File: src/lgsq_pkg.sv
package lgsq_pkg;

    // Grid and counter sizing.
    localparam int MAX_AXIS_POINTS = 8;
    localparam int COUNT_WIDTH     = 8;

    localparam int NUM_LABELS = 4096;
    localparam int LIX_W      = 12;

    // Field widths.
    localparam int VAL_W  = 16;
    localparam int CFG_W  = 15;
    localparam int QUOTA_W = 8;
    localparam int OUT_COUNT_W = 8;

    // Axis index and point count widths.
    localparam int IDX_W = (MAX_AXIS_POINTS > 1) ? $clog2(MAX_AXIS_POINTS) : 1;
    localparam int PT_W  = $clog2(MAX_AXIS_POINTS + 1);

    // Width of the threshold compares inside a lane.
    localparam int THR_W  = CFG_W + $clog2(2 * MAX_AXIS_POINTS);
    localparam int LANE_W = (THR_W > VAL_W + 1) ? THR_W : VAL_W + 1;

    // Width used when the counter is compared against the quota.
    localparam int CMP_W = (COUNT_WIDTH > QUOTA_W) ? COUNT_WIDTH : QUOTA_W;

    // Configuration port.
    localparam int ADDR_W = 5;
    localparam int DATA_W = 32;

    localparam logic [2:0] REG_SHIFT_HALF = 3'd0;
    localparam logic [2:0] REG_SHIFT_STEP = 3'd1;
    localparam logic [2:0] REG_SCALE_HALF = 3'd2;
    localparam logic [2:0] REG_SCALE_STEP = 3'd3;
    localparam logic [2:0] REG_ROT_HALF   = 3'd4;
    localparam logic [2:0] REG_ROT_STEP   = 3'd5;
    localparam logic [2:0] REG_QUOTA      = 3'd6;

    typedef struct packed {
        logic signed [VAL_W-1:0] shift_x;
        logic signed [VAL_W-1:0] shift_y;
        logic signed [VAL_W-1:0] scale_offset;
        logic signed [VAL_W-1:0] rotation_deg;
    } in_item_t;

    typedef struct packed {
        logic [LIX_W-1:0]       label_index;
        logic [OUT_COUNT_W-1:0] count_after;
        logic                   just_filled;
        logic                   already_full;
    } out_item_t;

    // Snapped indices of one pose and the point counts that weight them.
    typedef struct packed {
        logic [IDX_W-1:0] ix;
        logic [IDX_W-1:0] iy;
        logic [IDX_W-1:0] isc;
        logic [IDX_W-1:0] ir;
        logic [PT_W-1:0]  ns;
        logic [PT_W-1:0]  nsc;
    } snap_t;

    typedef struct packed {
        logic rd_en;
        logic wr_en;
    } store_ctrl_t;

    typedef enum logic [1:0] {
        ST_CLEAR,
        ST_IDLE,
        ST_INDEX,
        ST_UPDATE
    } state_t;

endpackage

File: src/lgsq_index_merge.sv
module lgsq_index_merge (
    input  logic                         clk,
    input  logic                         load,
    input  lgsq_pkg::snap_t              snap,
    output logic [lgsq_pkg::LIX_W-1:0]   label_index
);
    import lgsq_pkg::*;

    logic [LIX_W-1:0] head_reg;
    logic [LIX_W-1:0] head_next;
    logic [LIX_W-1:0] weight_reg;
    logic [LIX_W-1:0] weight_next;
    logic [LIX_W-1:0] iy_reg;
    logic [LIX_W-1:0] isc_reg;
    logic [LIX_W-1:0] nsc_reg;

    // First step folds rotation and x together and forms the weight of that
    // pair; the second step adds the y and scale terms. Arithmetic wraps at
    // the label count, which gives the low index bits directly.
    assign head_next   = LIX_W'(snap.ir) * LIX_W'(snap.ns) + LIX_W'(snap.ix);
    assign weight_next = LIX_W'(snap.ns) * LIX_W'(snap.nsc);

    always_ff @(posedge clk)
    begin
        if (load)
        begin
            head_reg   <= head_next;
            weight_reg <= weight_next;
            iy_reg     <= LIX_W'(snap.iy);
            isc_reg    <= LIX_W'(snap.isc);
            nsc_reg    <= LIX_W'(snap.nsc);
        end
    end

    assign label_index = head_reg * weight_reg + iy_reg * nsc_reg + isc_reg;

endmodule

File: config.mk
export PLATFORM = sky130hd
export DESIGN_NAME = lgsq_index_merge
export DESIGN_NICKNAME = d
export VERILOG_FILES = /design/src/lgsq_pkg.sv /design/src/lgsq_index_merge.sv
export SDC_FILE = /design/constraint.sdc
export NUM_CORES = 1
export LEC_CHECK = 0
export BUFFER_PORTS_ARGS = -buffer_cell sky130_fd_sc_hd__buf_2
export CORE_MARGIN = 8
export CORE_UTILIZATION = 56
export CTS_CLUSTER_DIAMETER = 80
export CTS_CLUSTER_SIZE = 10
export DETAILED_ROUTE_END_ITERATION = 12
export PLACE_DENSITY = 0.79
export SLEW_MARGIN = 10
export SYNTH_ARGS = -nofsm -noshare
export SYNTH_HDL_FRONTEND = slang
export SYNTH_SLANG_ARGS = --single-unit
File: constraint.sdc
create_clock -name clk -period 4.8 [get_ports clk]
set_input_delay 0.48 -clock clk [delete_from_list [all_inputs] [get_ports clk]]
set_output_delay 0.48 -clock clk [all_outputs]
set_load 0.01 [all_outputs]
* Yosys cells after proc, flatten, opt, wreduce, memory -nomap -nowiden
Index checks and enable logic that the tools add are counted.
Widths: inputs -> output; s select.
** Storage, ports and cells
- Memories kept :: 0
- Bits in latches :: 0
- ROM bits :: 0
- Flip-flop bits (word level) :: 30
- Memory bits (writable) :: 0
- Logic and storage cells :: 12
** Operators by class
- $add $sub $neg :: 3
- Magnitude comparators :: 0
- Muxes and demuxes :: 0
- Bitwise gates (word level) :: 0
- Reduce and logical (&&, ||, !) cells :: 0
- Equal/unequal tests :: 0
- Shifts and indexed selects :: 0
- Multipliers :: 4
- Divide/modulo/power cells :: 0
** Operators with widths (count)
- $mul 3x4->7 :: 2
- $add 12x3->12 :: 1
- $add 12x7->12 :: 1
- $mul 12x8->12 :: 1
- $add 7x3->8 :: 1
- $mul 4x4->8 :: 1

* Logic depth before layout (Yosys ltp)
- Depth after elaboration :: 3
- Depth in mapped cells :: 17
- Depth with buffers taken out :: 17

* Worst setup path before layout
No wires, ideal clock.
- Path kind :: register to output
- Start point :: reg weight_reg[4]
- End point :: out label_index[11] (netlist bit)
- Stages on the path, launching flop included :: 15
- Setup slack :: 96 ps
- Arrival :: 4224 ps
- Path through :: edfxtp_1 -> nand2_1 -> fa_1 -> inv_1 -> fa_1 -> ha_1 -> fa_1 -> inv_1 -> fa_1 -> inv_1 -> ha_1 -> or4_4 -> o22ai_2 -> o21ai_2 -> xnor2_1
** On the way
- Cells in the longest elaborated chain, start to end :: 3
** RTL lines
- start, declared :: line lgsq_index_merge.sv:11 : logic [LIX_W-1:0] weight_reg;
- start signal, assigned :: line lgsq_index_merge.sv:28 : weight_reg <= weight_next;
- $mul 12x8->12 :: line lgsq_index_merge.sv:35 : assign label_index = head_reg * weight_reg + iy_reg * nsc_reg + isc_reg;
- $add 12x7->12 :: line lgsq_index_merge.sv:35
- $add 12x3->12 :: line lgsq_index_merge.sv:35
- end, declared :: line lgsq_index_merge.sv:5 : output logic [lgsq_pkg::LIX_W-1:0] label_index
Every way passes these cells.

* Final worst setup path
- Start point :: reg weight_reg[2]
- End point :: out label_index[9] (netlist bit)
The elaborated chain is that of the path after synthesis.

==> impl_results.md <==
- Status: finished, violations left
- Failing checks: setup timing
- Ranking of synthesized cells by area: fa_1, edfxtp_1, ha_1
- Global-route wire length before repair: 13.2 mm
- Synth warn: 0
- # hold bufs at CTS: 0
- CP Launch Type: flip-flop
- Hold EP: iy_reg[1]
- GRT Util Overall: 16.4%
- Core area: 6720 um^2
- Vias in the first global route: 2,978
- Htree depth: 1
- Seq/Total Area, Yosys: 20.4%
- Final nets: 578
- I/O pin count: 34
- Achievable Freq: 201 MHz
- Diode count: 0
- Unrepaired setup endpoints after global routing: true
- Clock sink count: 26
- Vias per cell: 5.06
- Mux share of post-synthesis cell area: 0%
- Total number of vias: 2,658
- Detailed Routing Iterations Pass 1: 4
- Die Y: 98.6 um
- Syn Inst Count: 382
- Clock buffer depth: 2
- Share of Yosys cell area claimed by the top area cell type: 28.3%
- # setup viols final: 5
- Setup Crit Path Kind: reg2out
- Synth Area in XOR/XNOR: 5.50%
- Arr. time, crit path: 4.49 ns
- Dpl cell area: 4230 um^2
- Simple-gate area share of the yosys netlist: 15.7%
- Number of buffers created by CTS: 3
- HP Class: in2reg
- Area of the mapped netlist: 3820 um^2
- # DRC: 0
- WL final: 7.43 mm
- Starting density of the core: 56.9%
- Max_slew headroom: 63.7%
- Final worst slack: -0.167 ns
- Share of layout cells above drive strength 1: 25.2%
- Setup WS pre-CTS: -0.0815 ns
- Final ANT Viol Nets: 0
- Final-report max-slew violation count: 0
- Clock root buffer: clkbuf_8
- Final Cycle Share: 103%
- Worst Min Path Start: snap[15]
- Min-Delay Path Depth: 1
- CTS tree: done
- Commonest cells after routing, fill and taps aside: inv_1, nand2_1, fa_1
- Max-cap violations: 0
- FP Rows: 30
- Die span in x: 98.6 um
- Area Growth Syn to Fin: 20.4%
- Post-route cell area: 4600 um^2
- # port buffers: 33
- Largest net degree at the start of global routing: 27
- Worst EP required: 4.32 ns
- Final Hold Fails: 0
- DP HPWL: 6.20 mm
- Worst slew pin tran: 0.545 ns
- Post-synth cell types: 24
- Main combinational cell family by area after synthesis: adder cells
- Die Footprint: 9730 um^2
- Most common cell after layout, fill and taps aside: inv_1
- Gp weighted congestion: 0.910
- Clk pin slew, worst setup/hold paths: 0.09 ns
- Initial antenna violation count: 0
- Post-layout util: 68.5%
- Synthesis-stage register bit count: 26
- Syn nets: 514
- Synthesized area per cell: 10.0 um^2
- GRT overflow: 0
- CP endpoint kind: primary output
- Drt first-iter violations: 77
- Adder-Cell Fraction of Synth Area: 46.6%
- Compound-Gate Fraction of Synth Area: 4.06%
- DR WL/cell: 14.2 um
- Post-synth top area cell: fa_1
- Post-layout min period: 4.97 ns
- Worst-path fanout max: 7
## through the flow
step | hold slack (ns) | std cells | setup TNS, ns
finish | 0.371 | 525 | -0.592
global route | 0.355 | 525 | -1.59
CTS | 0.367 | 524 | -0.742
detailed placement | 0.659 | 514 | -0.142
global placement | 0.657 | 514 | 0
floorplan | 0.579 | 382 | 0
## final cells by class
cell class / count / area [um^2]
clock buffer: 3 / 41.3
timing repair buffer: 59 / 364
fill: 478 / 2120
sequential: 26 / 781
clock inverter: 1 / 30.0
tap: 80 / 100
inverter: 79 / 297
multi-input combinational: 277 / 2990
## worst max-delay path, stage by stage, from the launching register on
cell and delay [ns]:
edfxtp_1 0.50, buf_4 0.17, nand2_2 0.05, fa_2 0.54, inv_2 0.04, fa_2 0.36
ha_4 0.23, fa_1 0.52, inv_1 0.05, fa_1 0.50, inv_1 0.05, ha_2 0.17
or4_4 0.52, o22ai_4 0.14, buf_6 0.13, xnor2_2 0.09, buf_2 0.14
## synth_stat cells
master and n:
o21bai_1 2, a31oi_1 1, o21ai_1 2, o21a_1 4, nand2_1 54, nor2_1 6, nor2b_1 3, inv_1 79
xor2_1 5, ha_1 56, a21oi_1 9, xnor2_1 19, or2_2 1, nand3b_1 1, fa_1 54, and2_1 51
a21o_1 3, o22ai_2 1, o21ai_0 1, nand2b_1 1, o21ai_2 1, or4_4 1, nor3_1 1, edfxtp_1 26
## cells by family after synthesis
kind of cell / count (synthesis)
buffers and inverters: 79
AOI/OAI and AO/OA: 24
DFF: 26
and+or+nand+nor: 119
xor gates and xnor gates: 24
adders and majority gates: 110
## metal layers
layer,routed length (um),vias to the layer above,GRT usage (%)
met3,158,7,1.41
met1,3260,1301,19.8
met2,3940,40,30.4
met4,80,0,4.13
li1,-,1310,-
met5,0,-,0
## worst max path at each step
stage / start / to / slack [ns] / cells past startpoint
3_3_place_gp: weight_reg[4] / label_index[9] / 0.03 / 15
5_1_grt: weight_reg[2] / label_index[9] / -0.35 / 17
2_1_floorplan: weight_reg[4] / label_index[11] / 0.1 / 14
3_5_place_dp: weight_reg[4] / label_index[9] / -0.08 / 15
6_report: weight_reg[2] / label_index[9] / -0.17 / 16
4_1_cts: weight_reg[2] / label_index[10] / -0.18 / 15
## what timing repair did
action	CTS	global route
hold endpoints to repair	0	0
cloned	0	0
endpoints found under the setup margin	6	7
pin swaps	43	15
setup buffers	6	1
resized for setup	38	13
Power is not shown: default switching activity piles up to over one toggle a cycle in this logic, so the estimate is an artifact.
