===== src/lgsq_pkg.sv =====
package lgsq_pkg;

    // Grid and counter sizing.
    localparam int MAX_AXIS_POINTS = 8;
    localparam int COUNT_WIDTH     = 8;

    localparam int NUM_LABELS = 4096;
    localparam int LIX_W      = 12;

    // Field widths.
    localparam int VAL_W  = 16;
    localparam int CFG_W  = 15;
    localparam int QUOTA_W = 8;
    localparam int OUT_COUNT_W = 8;

    // Axis index and point count widths.
    localparam int IDX_W = (MAX_AXIS_POINTS > 1) ? $clog2(MAX_AXIS_POINTS) : 1;
    localparam int PT_W  = $clog2(MAX_AXIS_POINTS + 1);

    // Width of the threshold compares inside a lane.
    localparam int THR_W  = CFG_W + $clog2(2 * MAX_AXIS_POINTS);
    localparam int LANE_W = (THR_W > VAL_W + 1) ? THR_W : VAL_W + 1;

    // Width used when the counter is compared against the quota.
    localparam int CMP_W = (COUNT_WIDTH > QUOTA_W) ? COUNT_WIDTH : QUOTA_W;

    // Configuration port.
    localparam int ADDR_W = 5;
    localparam int DATA_W = 32;

    localparam logic [2:0] REG_SHIFT_HALF = 3'd0;
    localparam logic [2:0] REG_SHIFT_STEP = 3'd1;
    localparam logic [2:0] REG_SCALE_HALF = 3'd2;
    localparam logic [2:0] REG_SCALE_STEP = 3'd3;
    localparam logic [2:0] REG_ROT_HALF   = 3'd4;
    localparam logic [2:0] REG_ROT_STEP   = 3'd5;
    localparam logic [2:0] REG_QUOTA      = 3'd6;

    typedef struct packed {
        logic signed [VAL_W-1:0] shift_x;
        logic signed [VAL_W-1:0] shift_y;
        logic signed [VAL_W-1:0] scale_offset;
        logic signed [VAL_W-1:0] rotation_deg;
    } in_item_t;

    typedef struct packed {
        logic [LIX_W-1:0]       label_index;
        logic [OUT_COUNT_W-1:0] count_after;
        logic                   just_filled;
        logic                   already_full;
    } out_item_t;

    // Snapped indices of one pose and the point counts that weight them.
    typedef struct packed {
        logic [IDX_W-1:0] ix;
        logic [IDX_W-1:0] iy;
        logic [IDX_W-1:0] isc;
        logic [IDX_W-1:0] ir;
        logic [PT_W-1:0]  ns;
        logic [PT_W-1:0]  nsc;
    } snap_t;

    typedef struct packed {
        logic rd_en;
        logic wr_en;
    } store_ctrl_t;

    typedef enum logic [1:0] {
        ST_CLEAR,
        ST_IDLE,
        ST_INDEX,
        ST_UPDATE
    } state_t;

endpackage


===== src/lgsq_axis_lane.sv =====
module lgsq_axis_lane (
    input  logic signed [lgsq_pkg::VAL_W-1:0] value,
    input  logic [lgsq_pkg::CFG_W-1:0]        half,
    input  logic [lgsq_pkg::CFG_W-1:0]        step,
    output logic [lgsq_pkg::IDX_W-1:0]        idx,
    output logic [lgsq_pkg::PT_W-1:0]         npts
);
    import lgsq_pkg::*;

    // The offset from the lowest grid point spans a signed 16-bit value plus a
    // 15-bit half range, so it needs two bits above the value width.
    logic [VAL_W+1:0]  d;
    logic              d_pos;
    logic [LANE_W-1:0] two_d;
    logic [LANE_W-1:0] two_half;

    // Grid point k is reached when 2*d lies above (2k-1)*step, and it exists
    // when k*step fits inside the full span. Both tests are monotonic in k,
    // so counting the points that pass both gives the clamped nearest index.
    always_comb
    begin
        logic [LANE_W-1:0] thr_round;
        logic [LANE_W-1:0] thr_fit;
        logic [PT_W-1:0]   idx_acc;
        logic [PT_W-1:0]   fit_acc;
        logic              fit;

        d        = {{2{value[VAL_W-1]}}, value} + {3'b000, half};
        d_pos    = !d[VAL_W+1] && (d != '0);
        two_d    = LANE_W'({d[VAL_W:0], 1'b0});
        two_half = LANE_W'({half, 1'b0});
        idx_acc  = '0;
        fit_acc  = '0;
        for (int k = 1; k < MAX_AXIS_POINTS; k++)
        begin
            thr_round = LANE_W'(step) * LANE_W'(2 * k - 1);
            thr_fit   = LANE_W'(step) * LANE_W'(k);
            fit       = (thr_fit <= two_half);
            if (fit)
            begin
                fit_acc = fit_acc + 1'b1;
            end
            if (fit && d_pos && (two_d > thr_round))
            begin
                idx_acc = idx_acc + 1'b1;
            end
        end
        if (step == '0)
        begin
            idx  = '0;
            npts = PT_W'(1);
        end
        else
        begin
            idx  = idx_acc[IDX_W-1:0];
            npts = fit_acc + 1'b1;
        end
    end

endmodule


===== config.mk =====
export PLATFORM = sky130hd
export DESIGN_NAME = lgsq_axis_lane
export DESIGN_NICKNAME = d
export VERILOG_FILES = /design/src/lgsq_pkg.sv /design/src/lgsq_axis_lane.sv
export SDC_FILE = /design/constraint.sdc
export NUM_CORES = 1
export LEC_CHECK = 0
export BUFFER_PORTS_ARGS = -buffer_cell sky130_fd_sc_hd__buf_4
export CAP_MARGIN = 20
export CORE_ASPECT_RATIO = 1.75
export CORE_MARGIN = 1
export CORE_UTILIZATION = 45
export DETAILED_ROUTE_END_ITERATION = 7
export RECOVER_POWER = 50
export SYNTH_ARGS = -nofsm -noshare
export SYNTH_HDL_FRONTEND = slang
export SYNTH_SLANG_ARGS = --single-unit

===== constraint.sdc =====
create_clock -name vclk -period 14.1
set_clock_uncertainty 0.2 [all_clocks]
set_input_delay 2.115 -clock vclk [all_inputs]
set_output_delay 2.115 -clock vclk [all_outputs]
set_load 0.02 [all_outputs]

Yosys cells after proc, flatten, opt, wreduce, memory -nomap -nowiden --
Cells that the tools add are included.
Storage, ports and cells: register bits 0, logic and storage cells 69, input bits 46
Cells by class: add/sub/neg operators 14, multiplexer cells 16, multipliers 7, magnitude comparators 14, reductions and logical operators 18
Operators by type and width (count):
- greater-than comparator 18 x 19 -> 1 bit | 3
- multiplier 15 x 4 -> 19 bit, second input constant | 3
- <= comparator 18 x 16 -> 1 bit | 3
- greater-than comparator 18 bit | 2
- multiplier 15 x 3 -> 18 bit, second input constant | 2
- <= comparator 17 x 16 -> 1 bit | 2
- multiplier 15 x 2 -> 17 bit, second input constant | 2
- adder 4 x 1 -> 4 bit, second input constant | 7
- two-way mux 4 bit | 7
- two-way mux 3 bit | 7
- greater-than comparator 18 x 15 -> 1 bit | 1
- greater-than comparator 18 x 17 -> 1 bit | 1
- nonzero test 18 bit | 1
- adder 16 x 16 -> 17 bit | 1
- <= comparator 15 x 16 -> 1 bit | 1
- <= comparator 16 bit | 1
- adder 3 x 1 -> 3 bit, second input constant | 5
- logical AND 1 bit | 15
- logical NOT 15 bit | 1
- adder 1 x 1 -> 2 bit, second input constant | 1
- two-way mux 1 bit | 2
- logical NOT 1 bit | 1

Longest topological paths before layout --
depth in word-level cells 19, gate-level depth with buffers 33, gate-level depth less buffers 33

Least setup slack after synthesis --
Ideal clock, no wire load.
path type input-to-output, start point input value[0] (netlist name), end point output idx[2] (netlist name), path buffers 0, data required time 11.785 ns, slack 3.440 ns, stages on the path 29, data arrival time 8.345 ns, cell sequence ha_1 fa_1 a21o_1 a221oi_2 nor2_1 o41ai_4 inv_2 ha_1 a21o_1 a21o_1 a21oi_1 o21ai_0 a21oi_1 a41oi_1 a21o_1 and3_1 ha_1 xnor2_4 ha_1 nor4_1 a31oi_1 ha_1 mux2_2 ha_1 mux2_2 ha_1 nand2_1 xnor3_1 nor2_1
Between the ends: longest elaborated chain between the ends 19
RTL lines:
- start: declaration | RTL line lgsq_axis_lane.sv:2 | input logic signed [lgsq_pkg::VAL_W-1:0] value,
- adder 16 x 16 -> 17 bit (*) | RTL line lgsq_axis_lane.sv:28 | d = {{2{value[VAL_W-1]}}, value} + {3'b000, half};
- branches (longest 16 deep; another with greater-than comparator 18 x 15 -> 1 bit)
- two-way mux 3 bit (*) | RTL line lgsq_axis_lane.sv:43 | if (fit && d_pos && (two_d > thr_round))
- two-way mux 3 bit (*) | RTL line lgsq_axis_lane.sv:48 | if (step == '0)
- end: declaration | RTL line lgsq_axis_lane.sv:5 | output logic [lgsq_pkg::IDX_W-1:0] idx,
Mark *: on every way between the ends.

Final worst setup path --
start point input step[8] (netlist name), end point output npts[2] (netlist name)
Between the ends: longest elaborated chain between the ends 16
RTL lines:
- start: declaration | RTL line lgsq_axis_lane.sv:4 | input logic [lgsq_pkg::CFG_W-1:0] step,
- branches (longest 15 deep; another with multiplier 15 x 2 -> 17 bit)
- two-way mux 4 bit (*) | RTL line lgsq_axis_lane.sv:48
- end: declaration | RTL line lgsq_axis_lane.sv:6 | output logic [lgsq_pkg::PT_W-1:0] npts
Marks and branches as above.

==> metrics <==
worst hold margin between 5000 and 6000 ps; fill count around 2600; setup_tns 0 ps; initial DRC count approximately 600; vias in the first global route between 10000 and 15000; Via Count between 10000 and 15000; DR DRC count 2; Max Fclk approximately 80 MHz; Pins Over Slew Limit 0; fraction of layout cells with a size suffix above 1 roughly 6%; Initial Util a little under half; gpl congestion ~0.96; # resized after CTS 0; HPWL after detailed placement 34900 um; Hold Path Stages 6; fin nets about 2000; Least-Margin Pin Slew approximately 1200 ps; Via-to-Cell Ratio around 6.0; Die Footprint about 27000 um^2; Worst Setup End Kind output pin; post-synth cell types 75; IO Pins 53; failing checks DRC; aggregate global-route resource usage between 20 and 30%; Final Non-Filler Cells approximately 1900; Die Span X between 100 and 150 um; register area share after synthesis 0%; syn_nets ~1900; row count 78; final-layout clock buffer total 0; Setup-failing EPs final 0; Final min period 12500 ps; worst path required time 11780 ps; Post-CTS Setup Bufs 0; Final ANT Viol Nets 0; hold path start step[1]; routed wire length between 30000 and 40000 um; status finished, violations left; Post-Syn Area per Cell 8.02 um^2; Design Power approximately 1300 uW; Register Area 0 um^2; P_leak approximately 0.0065 uW; 1st-pass router iterations 8; Buffers on Ports between 50 and 60; RSZ-0062 raised after global routing false; antenna violations before repair 0; Overflow after GRT 0; most common cell after layout, fill and taps aside ha_1; worst-path maximum fanout 12; diode count 0; dpl cells ~1900; Max Cap Viol 0; Post-Synthesis Cells between 1000 and 1500; post-synthesis cell area 11900 um^2; critical setup path kind input pin to output pin; PwrDens between 90 and 100 nW/um^2; largest net degree at the start of global routing 18; startpoint types input pin; worst min-delay path class input pin to output pin; WL/cell around 21 um; synth warn 0; final worst-path cycle share between 80% and 90%; core area roughly 26000 um^2; area grow syn2layout 7.14%; global-route wire length before repair 60900 um; Hold-fix buffers, CTS 0; Arr. time, crit path 10180 ps; die extent in y ~220 um; Fin. Hold Viols 0; worst vdd ir approximately 0.00013 V; commonest non-fill, non-tap cells in the layout ha_1 (348), inv_1 (179), a21oi_1 (114); Hold Crit Endpoint npts[0]; Seq cells 0; Slew headroom between 15 and 20%
==> metrics by stage <==
step	util (%)	setup slack [ps]	area (um^2)
after floorplan	-	3440	11900
after global placement	49.0	2460	12700
after detailed placement	49.0	2360	12700
after CTS	49.0	2320	12700
after global routing	49.0	987	12700
final	49.0	1600	12700
==> cell type report <==
cell class                 instances  area, um^2  area share (%)
inverter                         180         676            5.31
multi-input combinational       1291       11200            87.8
tap                              320         400            3.15
timing repair buffer              65         480            3.78
==> Yosys cell counts, types with 12 or more instances <==
master | instances | share of area [%]
o21a_1 | 21 | 1.3
xnor2_1 | 53 | 3.9
a31oi_1 | 12 | 0.63
a21o_1 | 64 | 4.0
nand3_1 | 38 | 1.6
nor2_1 | 82 | 2.6
nand2b_1 | 26 | 1.4
o211ai_1 | 12 | 0.76
nor2b_1 | 32 | 1.7
ha_1 | 348 | 37
o21ai_0 | 91 | 3.8
inv_1 | 179 | 5.7
o21bai_1 | 15 | 0.95
nand4_1 | 41 | 2.2
xor2_1 | 40 | 3.0
a211oi_1 | 16 | 1.0
fa_1 | 57 | 9.6
a21oi_1 | 114 | 4.8
nand2_1 | 64 | 2.0
nor3_1 | 16 | 0.67
==> worst max path at each step <==
stage / cells past startpoint / to / from
6_report: 28 / npts[2] / step[8]
5_1_grt: 28 / npts[2] / step[8]
4_1_cts: 28 / npts[2] / step[8]
3_5_place_dp: 28 / npts[2] / step[8]
3_3_place_gp: 31 / idx[2] / half[0]
2_1_floorplan: 29 / idx[2] / value[0]
==> per-layer routing <==
metal	track usage (%)	up-vias	wire, um
li1	-	5530	-
met2	55.1	283	20300
met1	33.3	5224	15800
met4	14.7	0	2300
met3	1.03	100	1340
met5	0	-	0
==> worst max-delay path: stages <==
cell       delay (ps)
clkbuf_1          600
inv_1             480
fa_1              550
a21boi_0          160
o41ai_1           800
a41oi_1           230
xnor2_1           210
ha_1              230
a2111oi_0         380
nand2_1           110
o31ai_1           590
nand2_1           230
xor2_1            240
inv_1              70
ha_1              270
nand2b_1           90
o31ai_1           110
ha_1              330
mux2_2            290
ha_1              290
mux2_2            290
ha_1              300
mux2_2            260
ha_1              200
xnor2_1           130
or3_1             300
a21oi_1           150
buf_4             150
==> power by group <==
part	switching, uW	internal (uW)
registers	0	0
clock network	0	0
logic	735	530
total	735	530
==> cells by family (layout without fill, tap and decap cells) <==
kind of cell               Yosys count  in the layout  share of synthesized area [%]
AOI/OAI and AO/OA                  413            413                           22.8
adders and majority gates          408            408                           46.6
and+or+nand+nor                    361            361                           15.8
buffers and inverters              188            245                           5.97
xor gates and xnor gates           100            100                           8.08
muxes                                9              9                          0.812
No activity file was read; power rests on OpenSTA's default activity.
